### src/design/rmst_pkg.sv
// ----------------------------------------------------------------------------
// rmst_pkg: shared definitions for the range-max segment tree
// Action codes, the classified command that travels from the front end to the
// back end, queue sizing and the signed maximum helper.
// ----------------------------------------------------------------------------
`default_nettype none

package rmst_pkg;

   // Default number of leaves.
   localparam int LEAVES_DEFAULT = 1024;

   // Field widths fixed by the transaction format.
   localparam int ACT_W   = 2;
   localparam int LEAF_W  = 10;
   localparam int VALUE_W = 64;
   localparam int RANGE_W = 11;

   // Action codes.
   localparam logic [ACT_W-1:0] ACT_LOAD    = 2'd0;
   localparam logic [ACT_W-1:0] ACT_REBUILD = 2'd1;
   localparam logic [ACT_W-1:0] ACT_CHMAX   = 2'd2;
   localparam logic [ACT_W-1:0] ACT_QUERY   = 2'd3;

   // Command queue between front and back end.
   localparam int CMD_DEPTH = 4;
   localparam int CMD_PTR_W = $clog2(CMD_DEPTH);

   // One classified command.
   typedef struct packed {
      logic [ACT_W-1:0]          action;
      logic                      leaf_ok;   // leaf index lies inside the tree
      logic [LEAF_W-1:0]         leaf_index;
      logic signed [VALUE_W-1:0] value;
      logic [RANGE_W-1:0]        range_lo;  // clamped to the leaf count
      logic [RANGE_W-1:0]        range_hi;  // clamped to the leaf count
      logic                      is_empty;  // query range holds no leaf
   } cmd_type;

   // Signed maximum of two node values.
   function automatic logic signed [VALUE_W-1:0] max_s64(
      input logic signed [VALUE_W-1:0] a,
      input logic signed [VALUE_W-1:0] b
   );
      return (a > b) ? a : b;
   endfunction

endpackage

`default_nettype wire

### src/design/rmst_queue.sv
// ----------------------------------------------------------------------------
// rmst_queue: command queue between the front and the back end
// A small FIFO of classified commands; the head is shown while not empty.
// ----------------------------------------------------------------------------
`default_nettype none

module rmst_queue import rmst_pkg::*; (
   input  wire logic    clock,
   input  wire logic    reset,
   input  wire logic    push,
   input  wire cmd_type push_cmd,
   input  wire logic    pop,
   output cmd_type      head,
   output logic         full,
   output logic         empty
);

   cmd_type              slot_ff [CMD_DEPTH];
   logic [CMD_PTR_W-1:0] wr_ptr_ff, wr_ptr_in;
   logic [CMD_PTR_W-1:0] rd_ptr_ff, rd_ptr_in;
   logic [CMD_PTR_W:0]   count_ff,  count_in;

   assign full  = (count_ff == (CMD_PTR_W+1)'(CMD_DEPTH));
   assign empty = (count_ff == '0);
   assign head  = slot_ff[rd_ptr_ff];

   // Pointer and occupancy update.
   always_comb begin
      wr_ptr_in = wr_ptr_ff;
      rd_ptr_in = rd_ptr_ff;
      count_in  = count_ff;
      if (push) begin
         wr_ptr_in = (wr_ptr_ff == CMD_PTR_W'(CMD_DEPTH - 1)) ? '0 : wr_ptr_ff + 1'b1;
      end
      if (pop) begin
         rd_ptr_in = (rd_ptr_ff == CMD_PTR_W'(CMD_DEPTH - 1)) ? '0 : rd_ptr_ff + 1'b1;
      end
      if (push && !pop) begin
         count_in = count_ff + 1'b1;
      end else if (pop && !push) begin
         count_in = count_ff - 1'b1;
      end
   end

   // Control registers.
   always_ff @(posedge clock) begin
      if (reset) begin
         wr_ptr_ff <= '0;
         rd_ptr_ff <= '0;
         count_ff  <= '0;
      end else begin
         wr_ptr_ff <= wr_ptr_in;
         rd_ptr_ff <= rd_ptr_in;
         count_ff  <= count_in;
      end
   end

   // Queue storage.
   always_ff @(posedge clock) begin
      if (push) begin
         slot_ff[wr_ptr_ff] <= push_cmd;
      end
   end

endmodule

`default_nettype wire

### config.mk
export PLATFORM = sky130hd
export DESIGN_NAME = rmst_queue
export DESIGN_NICKNAME = d
export VERILOG_FILES = /design/src/design/rmst_pkg.sv /design/src/design/rmst_queue.sv
export SDC_FILE = /design/constraint.sdc
export NUM_CORES = 1
export LEC_CHECK = 0
export ABC_CLOCK_PERIOD_IN_PS = 8300
export BUFFER_PORTS_ARGS = -buffer_cell sky130_fd_sc_hd__buf_2
export CAP_MARGIN = 20
export CORE_AREA = 4 4 163 165
export DETAILED_ROUTE_END_ITERATION = 10
export DIE_AREA = 0 0 167 169
export PLACE_DENSITY = 0.8
export SYNTH_ARGS = -nofsm -noshare
export SYNTH_HDL_FRONTEND = slang
export SYNTH_SLANG_ARGS = --single-unit
### constraint.sdc
create_clock -name clock -period 8.3 [get_ports clock]
set_clock_uncertainty 0.05 [all_clocks]
set_input_delay 1.66 -clock clock [delete_from_list [all_inputs] [get_ports clock]]
set_output_delay 1.66 -clock clock [all_outputs]
set_load 0.005 [all_outputs]
# Yosys cells after proc, flatten, opt, wreduce, memory -nomap -nowiden
# Memories as Yosys holds them, arrays and structs flattened. A register that Yosys moved wholly into a read port is not among the register bits.
# Index checks and enable logic that the tools add are counted.
[word_totals]
wordCells = 25
n_memories = 1
input_bits = 104
ram_bits = 400
mem_bits_ro = 0
out_inout_bits = 102
ff_bits = 7
latch_bits = 0
[op_classes]
n_mux = 8
div_mod_pow = 0
n_shift = 0
reduce_logical = 6
multipliers = 0
bitwise = 0
n_lt_le_gt_ge = 0
n_addsub = 4
eq_ne = 3
[memory_table]
columns = ["name", "depth", "word_bits", "read_ports", "rd_ports_with_merged_regs", "write_ports", "line", "rtl"]
rows = [
  ["slot_ff", 4, 100, 1, 1, 1, "rmst_queue.sv:18", "cmd_type slot_ff [CMD_DEPTH];"],
]
[op_table]
columns = ["operator", "n"]
rows = [
  ["$mux W2", 4],
  ["$mux W3", 2],
  ["$add A2 B1 Y2 const B", 2],
  ["$eq A2 B2 Y1 const B", 2],
  ["$add A3 B1 Y3 const B", 1],
  ["$eq A3 B3 Y1 const B", 1],
  ["$logic_not A3 Y1", 1],
  ["$sub A3 B1 Y3 const B", 1],
  ["$logic_and A1 B1 Y1", 2],
  ["$logic_not A1 Y1", 2],
  ["$mux W1", 2],
  ["$reduce_bool A2 Y1", 1],
]

# Depth between registers and ports, before layout
[logic_depth]
depth_word = 4
mapped_depth = 7
depth_no_buf = 7

# Worst setup path after synthesis
# Ideal clock, no wire load.
[synth_path]
path_type = "in2reg"
start = "input push"
end = "memory slot_ff[0][0] (netlist name), enable pin"
required_ns = 7.780
setup_ns = 0.470
arrival_ns = 3.969
path_stages = 1
path_slack_ns = 3.811
path_buffers = 0
path_cell_list = "and2_1"
[synth_between]
elab_chain_cells = 2
[synth_rtl]
columns = ["item", "line", "rtl"]
rows = [
  ["start, declared", "rmst_queue.sv:10", "input wire logic push,"],
  ["$mux W1", "rmst_queue.sv:60", "if (push) begin"],
  ["$mux W1 (implied by the code)", "rmst_queue.sv:61", "slot_ff[wr_ptr_ff] <= push_cmd;"],
  ["end, declared", "rmst_queue.sv:18", ""],
]
# Every way passes these cells.

==> flow_metrics.py <==
metrics = {
    "placed_design": {
        "gp_congestion": 0.767,
        "placed_cells": 1086,
        "portBuffers": 205,
        "post-place-ws_ns": 4.14,
        "dp_hpwl_um": 16700,
        "dpl_cell_area_mm2": 0.0162,
    },
    "die": {
        "chipHeight_um": 169,
        "rows": 58,
        "die_w_um": 167,
        "coreArea_mm2": 0.0250,
        "pin_count": 206,
        "start_util": 0.598,
        "fp.dieArea_mm2": 0.0282,
    },
    "routing": {
        "ant_nets": 0,
        "wl_per_cell_um": 23.9,
        "drcViolationCount": 0,
        "first_iter_violations": 636,
        "vias": 6761,
        "drt_pass1_iterations": 5,
        "drt_wl_total_um": 27700,
        "via_per_inst": 5.83,
    },
    "sta": {
        "setup_viol": 0,
        "clock.fmax_ghz": 0.218,
        "worstMarginPinSlew_ns": 1.10,
        "fin_ws_ns": 3.72,
        "final_hold_viol_count": 0,
        "slew_headroom": 0.266,
        "rsz0062_at_grt": "no",
        "finalCritPeriodShare": 0.552,
        "fin_crit_ns": 4.58,
        "finalMaxSlewViolations": 0,
        "setup_tns_ns": 0,
    },
    "worst_setup_path": {
        "path_cells": "buf_4, mux4_2, buf_2",
        "cp_max_fo": 38,
        "cp-end-kind": "primary output",
        "cp_slowest_cell": "dfxtp_4",
        "critPathArrivalTime_ns": 2.87,
        "crit_type": "flop to primary output",
        "worst_ep_required_time_ns": 6.59,
        "path_buf_inv": 2,
        "critPathLaunchType": "flop",
        "critical-path-top-delay-family": "buffers and inverters",
        "max_stage_delay_ns": 0.83,
    },
    "synth": {
        "yosysWarnings": 0,
        "synth-seq-cells": 409,
        "syn_area_mm2": 0.0150,
        "synth_cell_types": 19,
        "synth_nets": 677,
        "ys_seq_area_frac": 0.814,
        "syn_area_per_cell_um2": 26.4,
        "syn-instance-count": 566,
    },
    "clock_tree": {
        "cts_resized": 0,
        "path_clk_slew_ns": 0.06,
        "numCtsBuffers": 41,
        "post-cts-setup-buffer-count": 0,
        "tritoncts": "yes",
        "cts.sinks": 409,
        "ctsHtreeMaxLevel": 2,
        "ctsRootBufferMaster": "clkbuf_16",
        "hold_buffers": 0,
        "insertion_delay_ns": 0.51,
        "max-clock-path-buffers": 3,
    },
    "pwr": {
        "clockPowerShare": 0.383,
        "seqPwrFrac": 0.542,
        "p_sw_uw": 906,
        "p_int_uw": 3530,
        "switching_share": 0.204,
        "powerDensity_mw_per_mm2": 254,
        "irDropWorstVdd_uv": 204,
        "p_comb_frac": 0.074,
        "leakage_uw": 0.00589,
    },
    "outcome": {
        "outcome": "complete, no violations",
    },
    "job": {
        "drv_cap": 0,
    },
    "cells_and_area": {
        "mostFrequentLayoutCells": "edfxtp_1, buf_2, mux4_2",
        "instances_no_fill": 1160,
        "fin_area_mm2": 0.0175,
        "area_delta_synth_final_pct": 16.7,
        "final_common_cell": "edfxtp_1",
        "fin_nets": 910,
        "drive_above_1_share": 0.449,
    },
    "hold_path": {
        "holdCritPathClass": "flop to flop",
    },
    "grt": {
        "grt_usage": 0.199,
        "gr-total-overflow": 0,
        "antenna_found_initial": 4,
        "first_global_vias": 7301,
        "grt_max_degree": 72,
        "grt_first_pass_wirelength_um": 43000,
    },
}
==> cell usage after synthesis (all sizes together) <==
| library cell | n | share of area |
|---|---|---|
| o21ai | 1 | 0.00033 |
| nor3 | 1 | 0.00033 |
| xor2 | 2 | 0.0012 |
| nor3b | 2 | 0.0010 |
| mux2i | 4 | 0.0027 |
| inv | 4 | 0.0010 |
| mux4 | 100 | 0.15 |
| edfxtp | 400 | 0.80 |
| fa | 1 | 0.0013 |
| dfxtp | 9 | 0.012 |
| buf | 22 | 0.018 |
| a21oi | 2 | 0.00067 |
| ha | 6 | 0.0050 |
| or3 | 1 | 0.00042 |
| nor2 | 7 | 0.0018 |
| and2 | 4 | 0.0017 |
==> routing by layer <==
layer,GRT usage,vias to the layer above,wire (um),share of wire
met2,0.350,225,14800,0.53
met1,0.255,3575,10700,0.39
li1,-,2914,-,-
met4,0.0448,4,429,0.016
met3,0.0493,43,1790,0.065
met5,0,-,27,0.00098
==> cell type report <==
class / count / area (um^2)
Sequential cell: 409 / 12200
Fill cell: 1518 / 7570
Multi-Input combinational cell: 131 / 2510
Timing Repair Buffer: 212 / 1080
Clock buffer: 50 / 1060
Tap cell: 330 / 413
Clock inverter: 22 / 186
Inverter: 4 / 15.0
Antenna cell: 2 / 5.00
==> registers in the layout, indices dropped and copies added, names as in the netlist, named ones only <==
register,cells
slot_ff,400
count_ff,3
wr_ptr_ff,2
rd_ptr_ff,2
==> power groups by stage <==
stage	Sequential (uW)	Clock, uW	Combinational, uW
after floorplan	2430	0	205
after global placement	2440	0	324
after detailed placement	2450	0	338
after CTS	2410	1740	340
after global routing	2410	1840	361
final	2410	1700	331
==> per-stage QoR <==
step,util,power [uW],hold WS [ns]
floorplan,-,2640,0.410
global route,0.698,4610,0.524
detailed placement,0.648,2790,0.484
finish,0.698,4440,0.502
CTS,0.697,4490,0.499
global placement,0.648,2770,0.427
==> worst reg2reg max path: stages, from the launching register on <==
cell	delay, ns
dfxtp_1	0.41
ha_1	0.22
and2_4	0.44
buf_4	0.92
==> path summary, 6_finish.rpt <==
check | start | endpoint | slack [ns] | depth (start not counted)
max reg2reg | wr_ptr_ff[0]$_SDFFE_PP0P_ | slot_ff[3][7]$_DFFE_PP_ | 5.80 | 3
min | rd_ptr_ff[1]$_SDFFE_PP0P_ | flop | 0.50 | 2
min reg2reg | rd_ptr_ff[1]$_SDFFE_PP0P_ | flop | 0.50 | 2
max | flop | head[80] | 3.72 | 3
==> cells by family after synthesis <==
family	count (synthesis)	share of synthesized area
xor gates and xnor gates	2	0.00117
DFF	409	0.814
and+or+nand+nor	15	0.00518
adders and majority gates	7	0.00635
buffers and inverters	26	0.0187
muxes	104	0.153
AOI/OAI and AO/OA	3	0.00100
No activity file was read; power rests on OpenSTA's default activity.
