<file path="config.mk">
export PLATFORM = sky130hd
export DESIGN_NAME = rmst_front
export DESIGN_NICKNAME = d
export VERILOG_FILES = /design/src/design/rmst_pkg.sv /design/src/design/rmst_front.sv
export SDC_FILE = /design/constraint.sdc
export NUM_CORES = 1
export LEC_CHECK = 0
export ABC_CLOCK_PERIOD_IN_PS = 2200
export BUFFER_PORTS_ARGS = -buffer_cell sky130_fd_sc_hd__buf_2
export CAP_MARGIN = 20
export CORE_AREA = 2 2 79 81
export DETAILED_ROUTE_END_ITERATION = 6
export DIE_AREA = 0 0 81 83
export GPL_ROUTABILITY_DRIVEN = 1
export GPL_TIMING_DRIVEN = 0
export PLACE_DENSITY = 0.66
export SLEW_MARGIN = 25
export SYNTH_ARGS = -nofsm -noshare
export SYNTH_HDL_FRONTEND = slang
export SYNTH_SLANG_ARGS = --single-unit
export TNS_END_PERCENT = 5
</file>
<file path="constraint.sdc">
create_clock -name vclk -period 2.2
set_clock_uncertainty 0.1 [all_clocks]
set_input_delay 0.44 -clock vclk [all_inputs]
set_output_delay 0.44 -clock vclk [all_outputs]
set_load 0.01 [all_outputs]
</file>
<file path="src/design/rmst_pkg.sv">
// ----------------------------------------------------------------------------
// rmst_pkg: shared definitions for the range-max segment tree
// Action codes, the classified command that travels from the front end to the
// back end, queue sizing and the signed maximum helper.
// ----------------------------------------------------------------------------
`default_nettype none

package rmst_pkg;

   // Default number of leaves.
   localparam int LEAVES_DEFAULT = 1024;

   // Field widths fixed by the transaction format.
   localparam int ACT_W   = 2;
   localparam int LEAF_W  = 10;
   localparam int VALUE_W = 64;
   localparam int RANGE_W = 11;

   // Action codes.
   localparam logic [ACT_W-1:0] ACT_LOAD    = 2'd0;
   localparam logic [ACT_W-1:0] ACT_REBUILD = 2'd1;
   localparam logic [ACT_W-1:0] ACT_CHMAX   = 2'd2;
   localparam logic [ACT_W-1:0] ACT_QUERY   = 2'd3;

   // Command queue between front and back end.
   localparam int CMD_DEPTH = 4;
   localparam int CMD_PTR_W = $clog2(CMD_DEPTH);

   // One classified command.
   typedef struct packed {
      logic [ACT_W-1:0]          action;
      logic                      leaf_ok;   // leaf index lies inside the tree
      logic [LEAF_W-1:0]         leaf_index;
      logic signed [VALUE_W-1:0] value;
      logic [RANGE_W-1:0]        range_lo;  // clamped to the leaf count
      logic [RANGE_W-1:0]        range_hi;  // clamped to the leaf count
      logic                      is_empty;  // query range holds no leaf
   } cmd_type;

   // Signed maximum of two node values.
   function automatic logic signed [VALUE_W-1:0] max_s64(
      input logic signed [VALUE_W-1:0] a,
      input logic signed [VALUE_W-1:0] b
   );
      return (a > b) ? a : b;
   endfunction

endpackage

`default_nettype wire

</file>
<file path="src/design/rmst_front.sv">
// ----------------------------------------------------------------------------
// rmst_front: request intake and classification
// Accepts request transactions, checks the leaf index, clamps the query range
// to the leaf count, flags empty ranges and pushes the command to the queue.
// ----------------------------------------------------------------------------
`default_nettype none

module rmst_front import rmst_pkg::*; #(
   parameter int LEAVES = LEAVES_DEFAULT
) (
   input  wire logic                      req_valid,
   output logic                           req_ready,
   input  wire logic [ACT_W-1:0]          req_action,
   input  wire logic [LEAF_W-1:0]         req_leaf_index,
   input  wire logic signed [VALUE_W-1:0] req_value,
   input  wire logic [RANGE_W-1:0]        req_range_lo,
   input  wire logic [RANGE_W-1:0]        req_range_hi,
   input  wire logic                      queue_full,
   input  wire logic                      clear_busy,
   output logic                           push,
   output cmd_type                        push_cmd
);

   logic [RANGE_W-1:0] lo_clamp;
   logic [RANGE_W-1:0] hi_clamp;

   // Hold off requests while the queue is full or the store is being cleared.
   assign req_ready = !queue_full && !clear_busy;
   assign push      = req_valid && req_ready;

   // Range ends beyond the last leaf fall back to the leaf count.
   assign lo_clamp = (32'(req_range_lo) > LEAVES) ? RANGE_W'(LEAVES) : req_range_lo;
   assign hi_clamp = (32'(req_range_hi) > LEAVES) ? RANGE_W'(LEAVES) : req_range_hi;

   // Classified command.
   always_comb begin
      push_cmd.action     = req_action;
      push_cmd.leaf_ok    = (32'(req_leaf_index) < LEAVES);
      push_cmd.leaf_index = req_leaf_index;
      push_cmd.value      = req_value;
      push_cmd.range_lo   = lo_clamp;
      push_cmd.range_hi   = hi_clamp;
      push_cmd.is_empty   = (lo_clamp >= hi_clamp);
   end

endmodule

`default_nettype wire

</file>
# After elaboration in Yosys (flattened, before gate mapping)
# Cells that the tools add are included.
# word_totals
in_bits	101
reg_bits	0
# op_classes
muxes	2
n_lt_le_gt_ge	3
reduce_logical	4
# ops
op	count
$gt 11x11->1 const B	2
$mux 11	2
$ge 11x11->1	1
$logic_and 1x1->1	2
$logic_not 1->1	2

# Depth between registers and ports, before layout
# Gate-level depths: netlist of run 1.
# depth
depth_word	3
mapped_depth	7
depth_no_buf	7

# Worst setup path after synthesis of run 1
# OpenSTA, ideal clock, no wires.
# synth_timing
path_kind	input-to-output
startpoint	input port req_range_lo[10]
endpoint	output port push_cmd[0] in the netlist's numbering
required_ns	1.660
n_path_buf	1
slack_ns	-0.131
arrival_time_ns	1.791
stages	7
cell_sequence	clkbuf_1 > nor2b_1 > ha_1 > a21o_1 > nand3_1 > a21oi_1 > or3_1
# synth_rtl
element	line	rtl
start, declared	rmst_front.sv:16	input wire logic [RANGE_W-1:0] req_range_lo,
end, declared	rmst_front.sv:21	output cmd_type push_cmd

==> results of run 1 <==
layer usage:
layer	GRT usage	wire [um]	vias up
li1	-	-	621
met1	0.0961	1210	539
met2	0.187	1960	113
met3	0.00217	400	0
met4	0	0	0
met5	0	0	-
worst max-delay path, cell delays in order:
cell	delay (ns)
buf_8	0.10
clkbuf_16	0.16
nand2b_4	0.15
ha_4	0.20
nand2b_4	0.15
nand3_4	0.06
a211oi_2	0.06
or3_4	0.38
buf_6	0.13
path summary, 6_finish.rpt:
kind	from	endpoint	slack [ns]	depth (start not counted)
setup / recovery	req_range_lo[10]	push_cmd[0]	-0.18	9
hold / removal	req_value[42]	push_cmd[65]	0.96	2
cell usage in the layout (no fill, tap or decap):
| cell type | synthesis | layout |
|---|---|---|
| ha_4 | 0 | 4 |
| a21oi_1 | 5 | 2 |
| ha_1 | 11 | 7 |
| nand3_4 | 0 | 1 |
| inv_1 | 10 | 10 |
| o21ai_0 | 1 | 1 |
| clkbuf_1 | 3 | 2 |
| inv_4 | 0 | 1 |
| clkbuf_16 | 0 | 1 |
| nand2_1 | 10 | 8 |
| nand2b_4 | 1 | 2 |
| or3_4 | 0 | 1 |
| buf_6 | 0 | 1 |
| a21oi_2 | 0 | 2 |
| nand2_2 | 0 | 2 |
| nor2_1 | 1 | 1 |
| conb_1 | 1 | 1 |
| a211oi_2 | 0 | 1 |
| buf_2 | 0 | 123 |
| clkinv_4 | 0 | 1 |
| a21oi_4 | 0 | 1 |
| nor2b_2 | 0 | 5 |
| nand4_1 | 2 | 2 |
| buf_8 | 0 | 1 |
| nor2b_4 | 0 | 5 |
| nand3_2 | 1 | 1 |
| buf_4 | 77 | 82 |
| and2_1 | 1 | 1 |
| clkbuf_8 | 0 | 1 |
| a21o_1 | 1 | 1 |
power groups by stage:
stage | Sequential (mW) | Clock (mW) | Combinational (mW)
after CTS | 0 | 0 | 0.401
final | 0 | 0 | 0.406
after global routing | 0 | 0 | 0.442
after detailed placement | 0 | 0 | 0.357
after global placement | 0 | 0 | 0.354
after floorplan | 0 | 0 | 0.225
layout make-up:
cell class | instances | area (sq um)
Timing Repair Buffer | 131 | 693
Timing Repair inverter | 1 | 6.26
Fill cell | 607 | 3860
Multi-Input combinational cell | 49 | 504
Inverter | 11 | 46.3
Tap cell | 75 | 93.8
Buffer | 80 | 611
metrics by stage:
stage                util  std cells  hold slack, ns  setup TNS (ns)  area (sq um)
global placement    0.299        341           0.965          -0.596          1740
CTS                 0.327        344           0.964          -0.197          1900
finish              0.336        347           0.963          -0.177          1950
global route        0.336        347           0.967          -0.226          1950
floorplan               -        140           0.827               0          1010
detailed placement  0.299        341           0.964          -0.600          1740
cells by family after synthesis:
group / count (synthesis) / synth area share
buffers and inverters: 91 / 0.643
and+or+nand+nor: 29 / 0.167
adders and majority gates: 11 / 0.140
AOI/OAI and AO/OA: 8 / 0.0459
other: 1 / 0.00382
repair_timing:
action / 4_1_cts / 5_1_grt
resized for setup: 25 / 9
endpoints found under the setup margin: 1 / 1
pin swaps: 8 / 3
endpoints found under the hold margin: 0 / 0
setup buffers: 2 / 2
gates cloned: 1 / 1
==> results_dict.tcl, run 1 <==
set metrics [dict create \
    grt_max_degree 11 \
    rsz0062_at_grt "yes" \
    seqPwrFrac 0 \
    grt_first_pass_wirelength_um 4760 \
    yosysWarnings 0 \
    arrival_ns 1.84 \
    end_kind "output pin" \
    drive_gt1_frac 0.868 \
    vias 1273 \
    gp_congestion 0.774 \
    min_path_type "input pin to output pin" \
    drv_slew 0 \
    drtPass1Iterations 4 \
    dieWidth_um 81 \
    grt_pass1_vias 1036 \
    ctsHoldBuffers 0 \
    clockPowerShare 0 \
    routedWlPerCell_um 10.3 \
    antennaDiodeCount 0 \
    seq_area_sq_um 0 \
    violations "setup timing" \
    setup_ws_ns -0.177 \
    p_leak_nw 1.24 \
    worstPathMaxFanout 5 \
    viasPerCell 3.67 \
    power_mw 0.406 \
    antenna_found_initial 0 \
    hold_violations 0 \
    drt_iter0_markers 9 \
    cap_violations 0 \
    peakVddDrop_uv 102 \
    routed_wl_um 3570 \
    max_freq_ghz 0.421 \
    yosysUniqueCellTypes 20 \
    dpl.hpwl_um 3090 \
    critical_path_required_ns 1.66 \
    seq_cell_count 0 \
    syn-cell-area_sq_um 981 \
    syn_nets 252 \
    synth.area.top_cells "buf_4, ha_1, nor2b_1" \
    ys_seq_area_frac 0 \
    row_count 28 \
    overflow 0 \
    yosys.area.top_type "buf_4" \
    syn_avg_cell_area_sq_um 7.01 \
    port_buffers 126 \
    ant_nets 0 \
    core-area_sq_um 5820 \
    p_int_mw 0.236 \
    status "finished with violations" \
    synthCells 140 \
    fin_crit_sh 1.08 \
    period_needed_ns 2.38 \
    die-height_um 83 \
    synth_common_cells "buf_4, ha_1, inv_1, nand2_1, nor2b_1" \
    ios 203 \
    power.switching_mw 0.170 \
    track_usage 0.0875 \
    powerDensity_nw_per_um2 208 \
    drcViolationCount 0 \
    syn_to_final_growth_pct 99.2 \
    nNetsFinal 386 \
    critPathKind "input pin to output pin" \
    dp_worst_setup_slack_ns -0.600 \
    nClkBuffers 0 \
    switching_share 0.419 \
    combPwrFrac 1.000 \
    die-area_sq_um 6720 \
    yosysMostFrequentCell "buf_4" \
    start_util 0.169 \
    netlist.area_leader.share 0.589 \
    cp-start-kind "input pin" \
    finalSetupViolCount 1 \
]
(Power assumes the default switching activity.)
==> run 2: changes to the inputs <==
- BUFFER_PORTS_ARGS: -buffer_cell sky130_fd_sc_hd__buf_2 -> unset
- CORE_AREA: 2 2 79 81 -> 2 2 78 80
- DIE_AREA: 0 0 81 83 -> 0 0 80 82
- DONT_BUFFER_PORTS: unset -> 1
- PLACE_DENSITY: 0.66 -> 0.36
==> results_dict.tcl, run 2 (synthesized netlist as in run 1, its figures left out) <==
set metrics [dict create \
    row_count 28 \
    worstPathMaxFanout 5 \
    worstHoldStart "req_range_hi[10]" \
    path_buf_inv 1 \
    nClkBuffers 0 \
    grt_max_degree 11 \
    final_cells 217 \
    dieWidth_um 80 \
    gr-usage-met2 0.148 \
    combPwrFrac 1.000 \
    busiest_layer "met2" \
    max_freq_ghz 0.454 \
    routed_wl_um 2970 \
    finalSetupViolCount 1 \
    p_int_mw 0.152 \
    ctsHoldBuffers 0 \
    peakVddDrop_uv 84.6 \
    grt_first_pass_wirelength_um 3540 \
    dp.cells 215 \
    drcViolationCount 0 \
    routedWlPerCell_um 13.7 \
    grt_use_met3 0.00769 \
    period_needed_ns 2.20 \
    met1_usage 0.0831 \
    critPathKind "input pin to output pin" \
    min_to "push_cmd[1]" \
    port_buffers 0 \
    antenna_found_initial 0 \
    clockPowerShare 0 \
    grt_pass1_vias 657 \
    vias 829 \
    antennaDiodeCount 0 \
    die-height_um 82 \
    arrival_ns 1.66 \
    status "finished with violations" \
    drt_iter0_markers 10 \
    holdPathStages 1 \
    drive_gt1_frac 0.746 \
    die-area_sq_um 6560 \
    critPathTopFamily "simple AND/OR/NAND/NOR gates" \
    seqPwrFrac 0 \
    dpl.hpwl_um 2570 \
    cp-start-kind "input pin" \
    critical_path_required_ns 1.66 \
    power_mw 0.289 \
    ant_nets 0 \
    cap_violations 0 \
    seq_cell_count 0 \
    crit_path_top_delay_cell "or3_4" \
    slowest_delay_ns 0.39 \
    switching_share 0.475 \
    seq_area_sq_um 0 \
    start_util 0.171 \
    nNetsFinal 256 \
    rsz0062_at_grt "yes" \
    syn_to_final_growth_pct 31.6 \
    drv_slew 0 \
    fin_crit_sh 1.00 \
    layout_commonest_cell "buf_4" \
    core-area_sq_um 5750 \
    powerDensity_nw_per_um2 223 \
    min_path_type "input pin to output pin" \
    overflow 0 \
    ios 203 \
    track_usage 0.0718 \
    setup_ws_ns -0.00122 \
    viasPerCell 3.82 \
    gp_congestion 0.614 \
    hold_violations 0 \
    p_leak_nw 0.706 \
    nFillCells 639 \
    violations "setup timing" \
    layout_common_cells "buf_4, inv_1, nand2_1" \
    power.switching_mw 0.137 \
    drtPass1Iterations 2 \
    crit_chain "clkbuf_16 -> nor2b_4 -> ha_4 -> a21o_1 -> nand3_2 -> a21oi_2 -> or3_4" \
    end_kind "output pin" \
]
-- run 2: cell count changes in the layout (fill, tap and decap cells not counted), moves of 2 or more --
cell     before  now
a21oi_2       2    4
buf_2       123    0
nor2b_2       5    3
nor2b_4       5    7
buf_4        82   78
-- run 2: final cells by class --
cell class                      count  area, sq um  area share
Tap cell                           75         93.8      0.0727
Inverter                           11         46.3      0.0359
Buffer                             80          611       0.473
Timing Repair Buffer                2         32.5      0.0252
Multi-Input combinational cell     49          508       0.393
-- run 2: power by group through the flow --
stage / Combinational, mW / Clock [mW] / Sequential [mW]
after global routing: 0.317 / 0 / 0
final: 0.289 / 0 / 0
after floorplan: 0.225 / 0 / 0
after detailed placement: 0.256 / 0 / 0
after CTS: 0.283 / 0 / 0
after global placement: 0.257 / 0 / 0
-- run 2: worst max path at each step --
stage	start	to	slack, ns	cells after the start
6_report	req_range_lo[10]	push_cmd[0]	-0.001	7
5_1_grt	req_range_lo[10]	push_cmd[0]	-0.05	7
4_1_cts	req_range_lo[10]	push_cmd[0]	-0.009	7
3_5_place_dp	req_range_hi[10]	push_cmd[0]	-0.38	7
3_3_place_gp	req_range_hi[10]	push_cmd[0]	-0.36	7
2_1_floorplan	req_range_hi[10]	push_cmd[0]	0.004	7
-- run 2: metal layers --
layer	up-vias	share of wire
met5	-	0
met4	0	0
met3	0	0.13
li1	365	-
met1	356	0.32
met2	108	0.56
-- run 2: through the flow --
step	area, sq um	setup TNS [ns]	setup WS, ns	hold slack, ns	util
6_report	1290	-0.00122	-0.00122	0.831	0.225
4_1_cts	1240	-0.00913	-0.00913	0.832	0.217
3_5_place_dp	1110	-0.384	-0.384	0.833	0.193
5_1_grt	1290	-0.0537	-0.0537	0.836	0.225
3_3_place_gp	1110	-0.361	-0.361	0.833	0.193
2_1_floorplan	1010	0	0.00389	0.827	-
-- run 2: what timing repair did --
item / in CTS / in global routing
cloned: 1 / 0
setup buffers: 1 / 0
setup endpoints to repair: 1 / 1
pin swaps: 1 / 5
resized for setup: 21 / 7
==> run 3: changes to the inputs <==
- REMOVE_ABC_BUFFERS: unset -> 1
==> results_dict.tcl, run 3 (synthesized netlist as in run 1, its figures left out) <==
set metrics [dict create \
    drtPass1Iterations 4 \
    whs_ns 0.780 \
    critical_path_required_ns 1.66 \
    layout_commonest_cell "ha_1" \
    rsz0062_at_grt "no" \
    seq_area_sq_um 0 \
    cp-start-kind "input pin" \
    row_count 28 \
    status "finished, final reports clean" \
    critPathKind "input pin to output pin" \
    finalSetupViolCount 0 \
    fin_crit_sh 0.959 \
    nNetsFinal 174 \
    dp_worst_setup_slack_ns -0.266 \
    track_usage 0.259 \
    drv_slew 0 \
    layout_common_cells "ha_1, nand2_1, inv_1" \
    grt_max_degree 13 \
    setup_ws_ns 0.0910 \
    vias 613 \
    cap_violations 0 \
    powerDensity_nw_per_um2 181 \
    ios 203 \
    start_util 0.171 \
    grt_pass1_vias 539 \
    drive_gt1_frac 0.217 \
    antennaDiodeCount 0 \
    power_mw 0.0967 \
    antenna_found_initial 0 \
    final_cells 135 \
    crit_chain "clkinv_4 -> nand2_1 -> ha_1 -> a21o_1 -> nand3_1 -> a21oi_1 -> or3_4" \
    worstPathMaxFanout 10 \
    grt_first_pass_wirelength_um 9830 \
    drcViolationCount 0 \
    viasPerCell 4.54 \
    slowest_delay_ns 0.35 \
    hold_violations 0 \
    die-area_sq_um 6560 \
    nClkBuffers 0 \
    drt_iter0_markers 17 \
    period_needed_ns 2.11 \
    core-area_sq_um 5750 \
    routed_wl_um 9040 \
    dpl.hpwl_um 8820 \
    end_kind "output pin" \
    peakVddDrop_uv 27.3 \
    arrival_ns 1.57 \
    syn_to_final_growth_pct -45.5 \
    port_buffers 0 \
    crit_path_top_delay_cell "or3_4" \
    gp_congestion 0.892 \
    die-height_um 82 \
    dp.cells 135 \
    overflow 0 \
    min_path_type "input pin to output pin" \
    seq_cell_count 0 \
    dieWidth_um 80 \
    routedWlPerCell_um 67.0 \
    max_freq_ghz 0.474 \
    p_leak_nw 0.277 \
    ant_nets 0 \
]
-- run 3: worst paths after layout --
path | depth (start not counted) | from | to | slack [ns]
max | 7 | req_range_hi[10] | push_cmd[0] | 0.09
min | 0 | req_range_lo[10] | push_cmd[22] | 0.78
-- run 3: layer usage --
| metal | vias up | GRT usage | routed length [um] |
|---|---|---|---|
| met5 | - | 0.0917 | 71 |
| met3 | 10 | 0.324 | 2320 |
| li1 | 197 | - | - |
| met2 | 162 | 0.578 | 5460 |
| met4 | 4 | 0.0441 | 249 |
| met1 | 240 | 0.0688 | 942 |
-- run 3: layout make-up --
| class | count | area [sq um] |
|---|---|---|
| fill | 674 | 5210 |
| inverter | 11 | 46.3 |
| tap | 75 | 93.8 |
| multi-input combinational | 49 | 394 |
-- run 3: through the flow --
stage | setup TNS [ns] | cell area (sq um) | utilization
3_5_place_dp | -0.266 | 485 | 0.0845
4_1_cts | 0 | 515 | 0.0897
3_3_place_gp | -0.268 | 485 | 0.0845
2_1_floorplan | 0 | 392 | -
5_1_grt | 0 | 534 | 0.0930
6_report | 0 | 534 | 0.0930
-- run 3: worst max-delay path: cells and delay by family --
family	cells	cell delay, ns
buffers and inverters	1	0.08
adders and majority gates	1	0.30
AOI/OAI and AO/OA	2	0.24
and+or+nand+nor	3	0.50
-- run 3: timing repair --
| item | CTS | global route |
|---|---|---|
| setup buffers | 0 | 0 |
| endpoints found under the setup margin | 1 | 1 |
| resized for setup | 10 | 5 |
| hold buffers | 0 | 0 |
| pin swaps | 0 | 1 |
-- run 3: report_power, final --
group	switching, mW	leakage (nW)	internal, mW
logic	0.0577	0.277	0.0390
clock network	0	0	0
registers	0	0	0
total	0.0577	0.277	0.0390
